File: config.mk
export PLATFORM = sky130hd
export DESIGN_NAME = cron_entry_match_table_top
export DESIGN_NICKNAME = d
export VERILOG_FILES = /design/src/hdl/cemt_pkg.sv /design/src/hdl/cron_entry_match_table_top.sv
export VERILOG_INCLUDE_DIRS = /design/src /design/src/hdl
export SDC_FILE = /design/constraint.sdc
export NUM_CORES = 1
export LEC_CHECK = 0
export CORE_MARGIN = 3
export CORE_UTILIZATION = 50
export DETAILED_ROUTE_END_ITERATION = 6
export DONT_BUFFER_PORTS = 1
export GPL_TIMING_DRIVEN = 0
export HOLD_SLACK_MARGIN = 0.06
export SLEW_MARGIN = 40
export SYNTH_ARGS = -nofsm -noshare
export SYNTH_HDL_FRONTEND = slang
export SYNTH_SLANG_ARGS = --single-unit
File: constraint.sdc
create_clock -name clk -period 9.3 [get_ports clk]
set_clock_uncertainty 0.15 [all_clocks]
set_input_delay 0 -clock clk [delete_from_list [all_inputs] [get_ports clk]]
set_output_delay 0 -clock clk [all_outputs]
set_load 0.01 [all_outputs]
File: src/hdl/assert_macros.svh
// Assertion macros shared by the RTL.
`ifndef ASSERT_MACROS_SVH
`define ASSERT_MACROS_SVH

// Check a clocked property; disabled while reset is asserted.
`define ASSERT_PROP(label, prop, msg) \
    label: assert property (@(posedge clk) disable iff (!rst_n) prop) else $error(msg);

// Check that a condition never holds at a clock edge.
`define ASSERT_NEVER(label, cond, msg) \
    label: assert property (@(posedge clk) disable iff (!rst_n) !(cond)) else $error(msg);

`endif

File: src/hdl/cemt_pkg.sv
// Types and constants of the cron entry match table.
package cemt_pkg;

    localparam int DEFAULT_ENTRIES = 16;

    localparam logic [1:0] ACT_SCHEDULE      = 2'd0;
    localparam logic [1:0] ACT_REMOVE_ID     = 2'd1;
    localparam logic [1:0] ACT_REMOVE_HANDLE = 2'd2;
    localparam logic [1:0] ACT_TICK          = 2'd3;

    localparam logic [2:0] STAT_SCHEDULED = 3'd0;
    localparam logic [2:0] STAT_BAD_FIELD = 3'd1;
    localparam logic [2:0] STAT_FULL      = 3'd2;
    localparam logic [2:0] STAT_REMOVED   = 3'd3;
    localparam logic [2:0] STAT_MATCH     = 3'd4;
    localparam logic [2:0] STAT_NO_MATCH  = 3'd5;

    typedef struct packed {
        logic [15:0]        id;
        logic [7:0]         handle;
        logic signed [6:0]  minute;
        logic signed [5:0]  hour;
        logic signed [5:0]  month_day;
        logic signed [4:0]  month;
        logic signed [3:0]  week_day;
    } entry_rec_t;

endpackage

File: src/hdl/cron_entry_match_table_top.sv
// Cron entry match table: entry memory, slot scan and result register.
//
// Usage: one request channel (req_valid/req_stall) carries an action with
// time patterns, an entry id and a task handle; one response channel
// (rsp_valid/rsp_stall) returns status, id, handle, removed count and last.
// Schedule stores the patterns in the lowest free slot under the next id;
// remove clears all entries with the given id or handle and answers once;
// tick reports every matching entry in slot order, last set on the final one,
// or a single no-match response.
// Throughput: one request at a time. Remove and tick scan every slot, one
// memory read per cycle while no held response stalls the scan. Schedule
// stops at the first free slot and scans every slot when the table is full;
// a bad field reads no slot. The entry memory has a single read port.
// For remove, tick and a failed schedule, the last response is registered
// after the scan ends and the final compare retires.
// A stalled response holds; the scan waits only when a response is due while
// the register still holds a stalled one. req_stall is high while a request
// is in progress; a new request is taken even while a response still waits.
// Reset: all entries invalid, id counter zero, no response pending; the
// entry memory is not cleared.
module cron_entry_match_table_top
    import cemt_pkg::*;
#(
    parameter int ENTRIES = DEFAULT_ENTRIES
)
(
    input  logic               clk,
    input  logic               rst_n,
    input  logic               req_valid,
    output logic               req_stall,
    input  logic [1:0]         action,
    input  logic signed [6:0]  minute,
    input  logic signed [5:0]  hour,
    input  logic signed [5:0]  month_day,
    input  logic signed [4:0]  month,
    input  logic signed [3:0]  week_day,
    input  logic [15:0]        entry_id,
    input  logic [7:0]         task_handle,
    output logic               rsp_valid,
    input  logic               rsp_stall,
    output logic [2:0]         status,
    output logic [15:0]        result_id,
    output logic [7:0]         result_handle,
    output logic [4:0]         removed_count,
    output logic               last
);

    localparam int IW = (ENTRIES > 1) ? $clog2(ENTRIES) : 1;
    localparam int CW = $clog2(ENTRIES + 1);

    typedef enum logic [0:0] {
        S_IDLE,
        S_SCAN
    } state_t;

    state_t             state_reg, state_next;
    logic [1:0]         op_reg, op_next;
    logic               bad_reg, bad_next;
    entry_rec_t         req_reg, req_next;
    logic [CW-1:0]      rd_idx_reg, rd_idx_next;
    logic               cmp_v_reg, cmp_v_next;
    logic [IW-1:0]      cmp_idx_reg, cmp_idx_next;
    logic [ENTRIES-1:0] valid_reg, valid_next;
    logic [CW-1:0]      cnt_reg, cnt_next;
    logic               pend_v_reg, pend_v_next;
    logic [15:0]        pend_id_reg, pend_id_next;
    logic [7:0]         pend_handle_reg, pend_handle_next;
    logic [15:0]        id_counter_reg, id_counter_next;
    logic               out_v_reg, out_v_next;
    logic [2:0]         out_status_reg, out_status_next;
    logic [15:0]        out_id_reg, out_id_next;
    logic [7:0]         out_handle_reg, out_handle_next;
    logic [4:0]         out_count_reg, out_count_next;
    logic               out_last_reg, out_last_next;

    entry_rec_t         mem [ENTRIES];
    entry_rec_t         rdata_reg;
    entry_rec_t         wr_rec;
    logic               wr_en;
    logic               rd_en;

    logic               field_bad;
    logic               out_free;
    logic               scan_end;
    logic               cmp_ev;
    logic               m_min, m_hr, m_md, m_mo, m_wd;
    logic               tick_hit;
    logic               rem_hit;
    logic               cmp_retire;
    logic               done;
    logic [15:0]        id_new;

    assign field_bad =
        !((&minute)    || (minute    >= 7'sd0 && minute    <= 7'sd59)) ||
        !((&hour)      || (hour      >= 6'sd0 && hour      <= 6'sd23)) ||
        !((&month_day) || (month_day >= 6'sd1 && month_day <= 6'sd31)) ||
        !((&month)     || (month     >= 5'sd1 && month     <= 5'sd12)) ||
        !((&week_day)  || (week_day  >= 4'sd0 && week_day  <= 4'sd6));

    assign out_free = !out_v_reg || !rsp_stall;
    assign scan_end = (rd_idx_reg == CW'(ENTRIES));
    assign cmp_ev   = valid_reg[cmp_idx_reg];
    assign id_new   = id_counter_reg + 16'd1;

    assign m_min = (&rdata_reg.minute)    || (rdata_reg.minute    == req_reg.minute);
    assign m_hr  = (&rdata_reg.hour)      || (rdata_reg.hour      == req_reg.hour);
    assign m_md  = (&rdata_reg.month_day) || (rdata_reg.month_day == req_reg.month_day);
    assign m_mo  = (&rdata_reg.month)     || (rdata_reg.month     == req_reg.month);
    assign m_wd  = (&rdata_reg.week_day)  || (rdata_reg.week_day  == req_reg.week_day);
    assign tick_hit = cmp_ev && m_min && m_hr && ((m_md && m_mo) || m_wd);
    assign rem_hit  = cmp_ev && ((op_reg == ACT_REMOVE_ID) ? (rdata_reg.id == req_reg.id)
                                                           : (rdata_reg.handle == req_reg.handle));

    always_comb
    begin
        wr_rec    = req_reg;
        wr_rec.id = id_new;
    end

    always_comb
    begin
        state_next       = state_reg;
        op_next          = op_reg;
        bad_next         = bad_reg;
        req_next         = req_reg;
        rd_idx_next      = rd_idx_reg;
        cmp_v_next       = cmp_v_reg;
        cmp_idx_next     = cmp_idx_reg;
        valid_next       = valid_reg;
        cnt_next         = cnt_reg;
        pend_v_next      = pend_v_reg;
        pend_id_next     = pend_id_reg;
        pend_handle_next = pend_handle_reg;
        id_counter_next  = id_counter_reg;
        out_v_next       = out_v_reg && rsp_stall;
        out_status_next  = out_status_reg;
        out_id_next      = out_id_reg;
        out_handle_next  = out_handle_reg;
        out_count_next   = out_count_reg;
        out_last_next    = out_last_reg;
        wr_en            = 1'b0;
        rd_en            = 1'b0;
        cmp_retire       = 1'b1;
        done             = 1'b0;

        unique case (state_reg)
            S_IDLE:
            begin
                if (req_valid)
                begin
                    op_next     = action;
                    bad_next    = (action == ACT_SCHEDULE) && field_bad;
                    req_next    = '{id: entry_id, handle: task_handle, minute: minute,
                                    hour: hour, month_day: month_day, month: month,
                                    week_day: week_day};
                    rd_idx_next = ((action == ACT_SCHEDULE) && field_bad) ? CW'(ENTRIES) : '0;
                    cnt_next    = '0;
                    pend_v_next = 1'b0;
                    cmp_v_next  = 1'b0;
                    state_next  = S_SCAN;
                end
            end
            S_SCAN:
            begin
                if (cmp_v_reg)
                begin
                    unique case (op_reg) inside
                        ACT_SCHEDULE:
                        begin
                            if (!cmp_ev)
                            begin
                                if (out_free)
                                begin
                                    wr_en                    = 1'b1;
                                    id_counter_next          = id_new;
                                    valid_next[cmp_idx_reg]  = 1'b1;
                                    out_v_next               = 1'b1;
                                    out_status_next          = STAT_SCHEDULED;
                                    out_id_next              = id_new;
                                    out_handle_next          = req_reg.handle;
                                    out_count_next           = '0;
                                    out_last_next            = 1'b1;
                                    done                     = 1'b1;
                                end
                                else
                                begin
                                    cmp_retire = 1'b0;
                                end
                            end
                        end
                        ACT_REMOVE_ID, ACT_REMOVE_HANDLE:
                        begin
                            if (rem_hit)
                            begin
                                valid_next[cmp_idx_reg] = 1'b0;
                                cnt_next                = cnt_reg + 1'b1;
                            end
                        end
                        ACT_TICK:
                        begin
                            if (tick_hit)
                            begin
                                if (pend_v_reg && !out_free)
                                begin
                                    cmp_retire = 1'b0;
                                end
                                else
                                begin
                                    if (pend_v_reg)
                                    begin
                                        out_v_next      = 1'b1;
                                        out_status_next = STAT_MATCH;
                                        out_id_next     = pend_id_reg;
                                        out_handle_next = pend_handle_reg;
                                        out_count_next  = '0;
                                        out_last_next   = 1'b0;
                                    end
                                    pend_v_next      = 1'b1;
                                    pend_id_next     = rdata_reg.id;
                                    pend_handle_next = rdata_reg.handle;
                                end
                            end
                        end
                    endcase
                end

                if (done)
                begin
                    cmp_v_next = 1'b0;
                    state_next = S_IDLE;
                end
                else
                begin
                    if (cmp_v_reg && cmp_retire)
                        cmp_v_next = 1'b0;
                    if ((!cmp_v_reg || cmp_retire) && !scan_end)
                    begin
                        rd_en        = 1'b1;
                        cmp_v_next   = 1'b1;
                        cmp_idx_next = rd_idx_reg[IW-1:0];
                        rd_idx_next  = rd_idx_reg + 1'b1;
                    end
                    else if (!cmp_v_reg && scan_end && out_free)
                    begin
                        out_v_next     = 1'b1;
                        out_id_next    = '0;
                        out_handle_next = '0;
                        out_count_next = '0;
                        out_last_next  = 1'b1;
                        unique case (op_reg) inside
                            ACT_SCHEDULE:
                                out_status_next = bad_reg ? STAT_BAD_FIELD : STAT_FULL;
                            ACT_REMOVE_ID, ACT_REMOVE_HANDLE:
                            begin
                                out_status_next = STAT_REMOVED;
                                out_count_next  = 5'(cnt_reg);
                            end
                            ACT_TICK:
                            begin
                                if (pend_v_reg)
                                begin
                                    out_status_next = STAT_MATCH;
                                    out_id_next     = pend_id_reg;
                                    out_handle_next = pend_handle_reg;
                                end
                                else
                                begin
                                    out_status_next = STAT_NO_MATCH;
                                end
                            end
                        endcase
                        pend_v_next = 1'b0;
                        state_next  = S_IDLE;
                    end
                end
            end
        endcase
    end

    always_ff @(posedge clk or negedge rst_n)
    begin
        if (!rst_n)
        begin
            state_reg       <= S_IDLE;
            op_reg          <= ACT_SCHEDULE;
            bad_reg         <= 1'b0;
            req_reg         <= '0;
            rd_idx_reg      <= '0;
            cmp_v_reg       <= 1'b0;
            cmp_idx_reg     <= '0;
            valid_reg       <= '0;
            cnt_reg         <= '0;
            pend_v_reg      <= 1'b0;
            pend_id_reg     <= '0;
            pend_handle_reg <= '0;
            id_counter_reg  <= '0;
            out_v_reg       <= 1'b0;
            out_status_reg  <= STAT_SCHEDULED;
            out_id_reg      <= '0;
            out_handle_reg  <= '0;
            out_count_reg   <= '0;
            out_last_reg    <= 1'b0;
        end
        else
        begin
            state_reg       <= state_next;
            op_reg          <= op_next;
            bad_reg         <= bad_next;
            req_reg         <= req_next;
            rd_idx_reg      <= rd_idx_next;
            cmp_v_reg       <= cmp_v_next;
            cmp_idx_reg     <= cmp_idx_next;
            valid_reg       <= valid_next;
            cnt_reg         <= cnt_next;
            pend_v_reg      <= pend_v_next;
            pend_id_reg     <= pend_id_next;
            pend_handle_reg <= pend_handle_next;
            id_counter_reg  <= id_counter_next;
            out_v_reg       <= out_v_next;
            out_status_reg  <= out_status_next;
            out_id_reg      <= out_id_next;
            out_handle_reg  <= out_handle_next;
            out_count_reg   <= out_count_next;
            out_last_reg    <= out_last_next;
        end
    end

    always_ff @(posedge clk)
    begin
        if (wr_en)
            mem[cmp_idx_reg] <= wr_rec;
        if (rd_en)
            rdata_reg <= mem[rd_idx_reg[IW-1:0]];
    end

    assign req_stall     = (state_reg != S_IDLE);
    assign rsp_valid     = out_v_reg;
    assign status        = out_status_reg;
    assign result_id     = out_id_reg;
    assign result_handle = out_handle_reg;
    assign removed_count = out_count_reg;
    assign last          = out_last_reg;

`include "assert_macros.svh"

    `ASSERT_PROP(a_accept_scan, (req_valid && !req_stall) |=> (state_reg == S_SCAN), "request accepted without starting a scan")
    `ASSERT_NEVER(a_cmp_in_scan, cmp_v_reg && (state_reg != S_SCAN), "compare stage busy outside a scan")
    `ASSERT_NEVER(a_pend_tick, pend_v_reg && (op_reg != ACT_TICK), "pending match outside a tick")
    `ASSERT_NEVER(a_write_sched, wr_en && (op_reg != ACT_SCHEDULE), "entry write outside a schedule")
    `ASSERT_PROP(a_id_hold, !wr_en |=> $stable(id_counter_reg), "id counter moved without a store")

endmodule

==> qor.yml <==
grt_overflow: 0
antenna_found_initial: 6
fillCellCount: 5938
critPathMaxFanout: 30
start_util_pct: 51.0
highest_layer: "met4"
fin_crit_ns: 5.02
clk_pin_slew_ns: 0.06
gp_congestion: 0.883
drt-total-wl_mm: 114
yosys_warnings: 0
synth.cell_area_sq_um: 41400
multiInputGateArea_sq_um: 10500
core-area_sq_um: 81200
cts_tree: "done"
status: "finished, final reports clean"
grt_usage_pct: 26.6
wl_met2_mm: 55.3
yosysSeqAreaShare_pct: 74.0
fin_area_sq_um: 49200
dpl.cell_count: 3590
wl_met3_mm: 7.57
fp.dieW_um: 294
synth_async_sr_flop_share_pct: 15.5
required_ns: 9.64
wl_per_cell_um: 29.1
setup.worst_path.end_class: "flip-flop"
place_area_sq_um: 44500
clockRootBuffer: "clkbuf_16"
layout.nets: 2819
tightest_slew_ns: 0.900
worstSetupPathType: "flip-flop to flip-flop"
synth_commonest_cells: "884 x edfxtp_1, 278 x nand2_1, 162 x dfrtp_1, 161 x mux2i_1, 152 x o21ai_0"
worst_slack_ns: 4.28
dr.pass1.iters: 7
crit_arrival_ns: 5.36
slew_headroom_pct: 40.0
drtAntennaViolNets: 0
drt_iter0_drc: 2535
fin_crit_sh_pct: 54.0
synth_flop_cell: "edfxtp_1"
synth_edf_count: 884
detailed_place_hpwl_mm: 77.4
synth.net_count: 2518
cap_violations: 0
synthTopCellsByArea: "edfxtp_1 64%, dfrtp_1 9.8%, mux4_2 5.8%"
setup_viol: 0
grt_setup_unrepaired: "no"
rows: 104
numCtsBuffers: 105
hold_path.class: "primary input to flip-flop"
synthCells: 2453
leakage_nw: 17.6
fin_cells: 3908
postSynthAreaPerCell_sq_um: 16.9
ir_worst_vdd_mv: 0.182
final.setup.tns_ns: 0
drc: 0
drive_above_1_share_pct: 18.7
register_area_sq_um: 30600
grt_max_degree: 163
hold_viol_final: 0
grt_pass1_vias: 24400
die-area_sq_um: 86200
synthMostInstantiatedCell: "edfxtp_1"
syn_to_final_growth_pct: 19.0
portBuffers: 0
drv_slew: 0
num_io_pins: 93
wl_met1_mm: 47.5
cp-start-kind: "flip-flop"
synth_top_area_cell: "edfxtp_1"
synth_seq_cells: 1046
largest_register_ffs: 832
synth_cell_type_count: 63
synth_top_area_share_pct: 64.2
clockBufferDepth: 3
dp_slack_ns: 4.03
cts_htree_levels: 3
grt_pass1_wl_mm: 166
vias: 24000
cellPowerDensity_nw_per_um2: 307
cts.sinks: 1046
viasPerCell: 6.15
die_y_um: 294
fmax_ghz: 0.199
rrSetupSlack_ns: 4.28
clock_latency_ns: 0.66
[placed cells by master (no fill, tap or decap), types with 33 or more instances in the layout]
cell type	instances
clkbuf_1	88
a22oi_1	54
o21ai_0	151
clkbuf_16	108
buf_2	33
mux2i_1	161
xnor2_1	48
edfxtp_1	884
clkbuf_2	38
buf_16	37
dlygate4sd3_1	114
mux4_2	107
a21oi_1	69
a221oi_1	54
mux2_2	76
dfrtp_1	162
nand2_1	278
[layout make-up]
class | instances | share of cell area, %
sequential | 1046 | 62.1
multi-input combinational | 1263 | 21.4
clock buffer | 146 | 5.98
timing repair buffer | 194 | 5.47
tap | 1060 | 2.69
buffer | 131 | 1.21
clock inverter | 51 | 0.958
inverter | 13 | 0.109
antenna | 4 | 0.0203
[cell families (layout without fill, tap and decap cells)]
kind of cell	after synthesis	count (layout)	share of synthesized area, %
AND/OR/NAND/NOR	417	417	4.34
multiplexers	344	344	11.8
buffers and inverters	144	535	1.39
adder cells (fa/ha/maj)	7	7	0.212
other	0	4	0
AO/OA/AOI/OAI	411	411	6.53
flip-flops	1046	1046	74.0
XOR/XNOR	84	84	1.78
[repair_timing]
action                    in CTS  in global routing
hold buffers                 116                  0
setup buffers                  0                  0
hold endpoints to repair     237                  0
gates resized for setup        0                  0
[through the flow]
step / utilization, % / total power, W / hold slack (ns)
floorplan: - / 0.00910 / -0.446
global placement: 52.6 / 0.0107 / -0.440
detailed placement: 54.8 / 0.0109 / -0.441
CTS: 60.5 / 0.0151 / 0.0805
global route: 60.6 / 0.0157 / 0.0849
finish: 60.6 / 0.0151 / 0.0963
[where the power goes]
group          leakage [nW]  internal, W  total, W  switching, W
logic                  5.43      0.00152   0.00420       0.00268
clock network          1.68      0.00245   0.00419       0.00174
registers              10.5      0.00606   0.00671      0.000651
[worst paths after layout]
path                                              to  cells past startpoint                       from
hold / removal                   bad_reg$_DFFE_PN0P_                      5                   month[2]
setup reg to reg           rd_idx_reg[2]$_DFFE_PN0P_                     15  rd_idx_reg[0]$_DFFE_PN0P_
hold reg to reg               cnt_reg[4]$_DFFE_PN0P_                      1     cnt_reg[4]$_DFFE_PN0P_
min in group asynchronous    req_reg[37]$_DFFE_PN0P_                      4                      rst_n
setup / recovery           rd_idx_reg[2]$_DFFE_PN0P_                     15  rd_idx_reg[0]$_DFFE_PN0P_
max in group asynchronous    req_reg[28]$_DFFE_PN0P_                      5                      rst_n
[critical path, stage by stage, from the launching register on]
cell      delay (ns)
dfrtp_1         0.36
clkbuf_1        0.47
clkbuf_1        0.65
clkbuf_2        0.50
buf_2           0.48
inv_1           0.25
ha_1            0.24
or4b_1          0.18
clkbuf_1        0.28
nand2_1         0.10
a21oi_1         0.13
a21bo_2         0.27
inv_6           0.27
buf_12          0.27
nand2_1         0.10
mux2i_1         0.12
[layer usage]
layer	vias up	track usage [%]
met5	-	0
met4	0	7.64
met3	206	3.81
met2	942	43.7
met1	12600	37.7
li1	10200	-
Note: power is estimated with default switching activity, not from simulation.
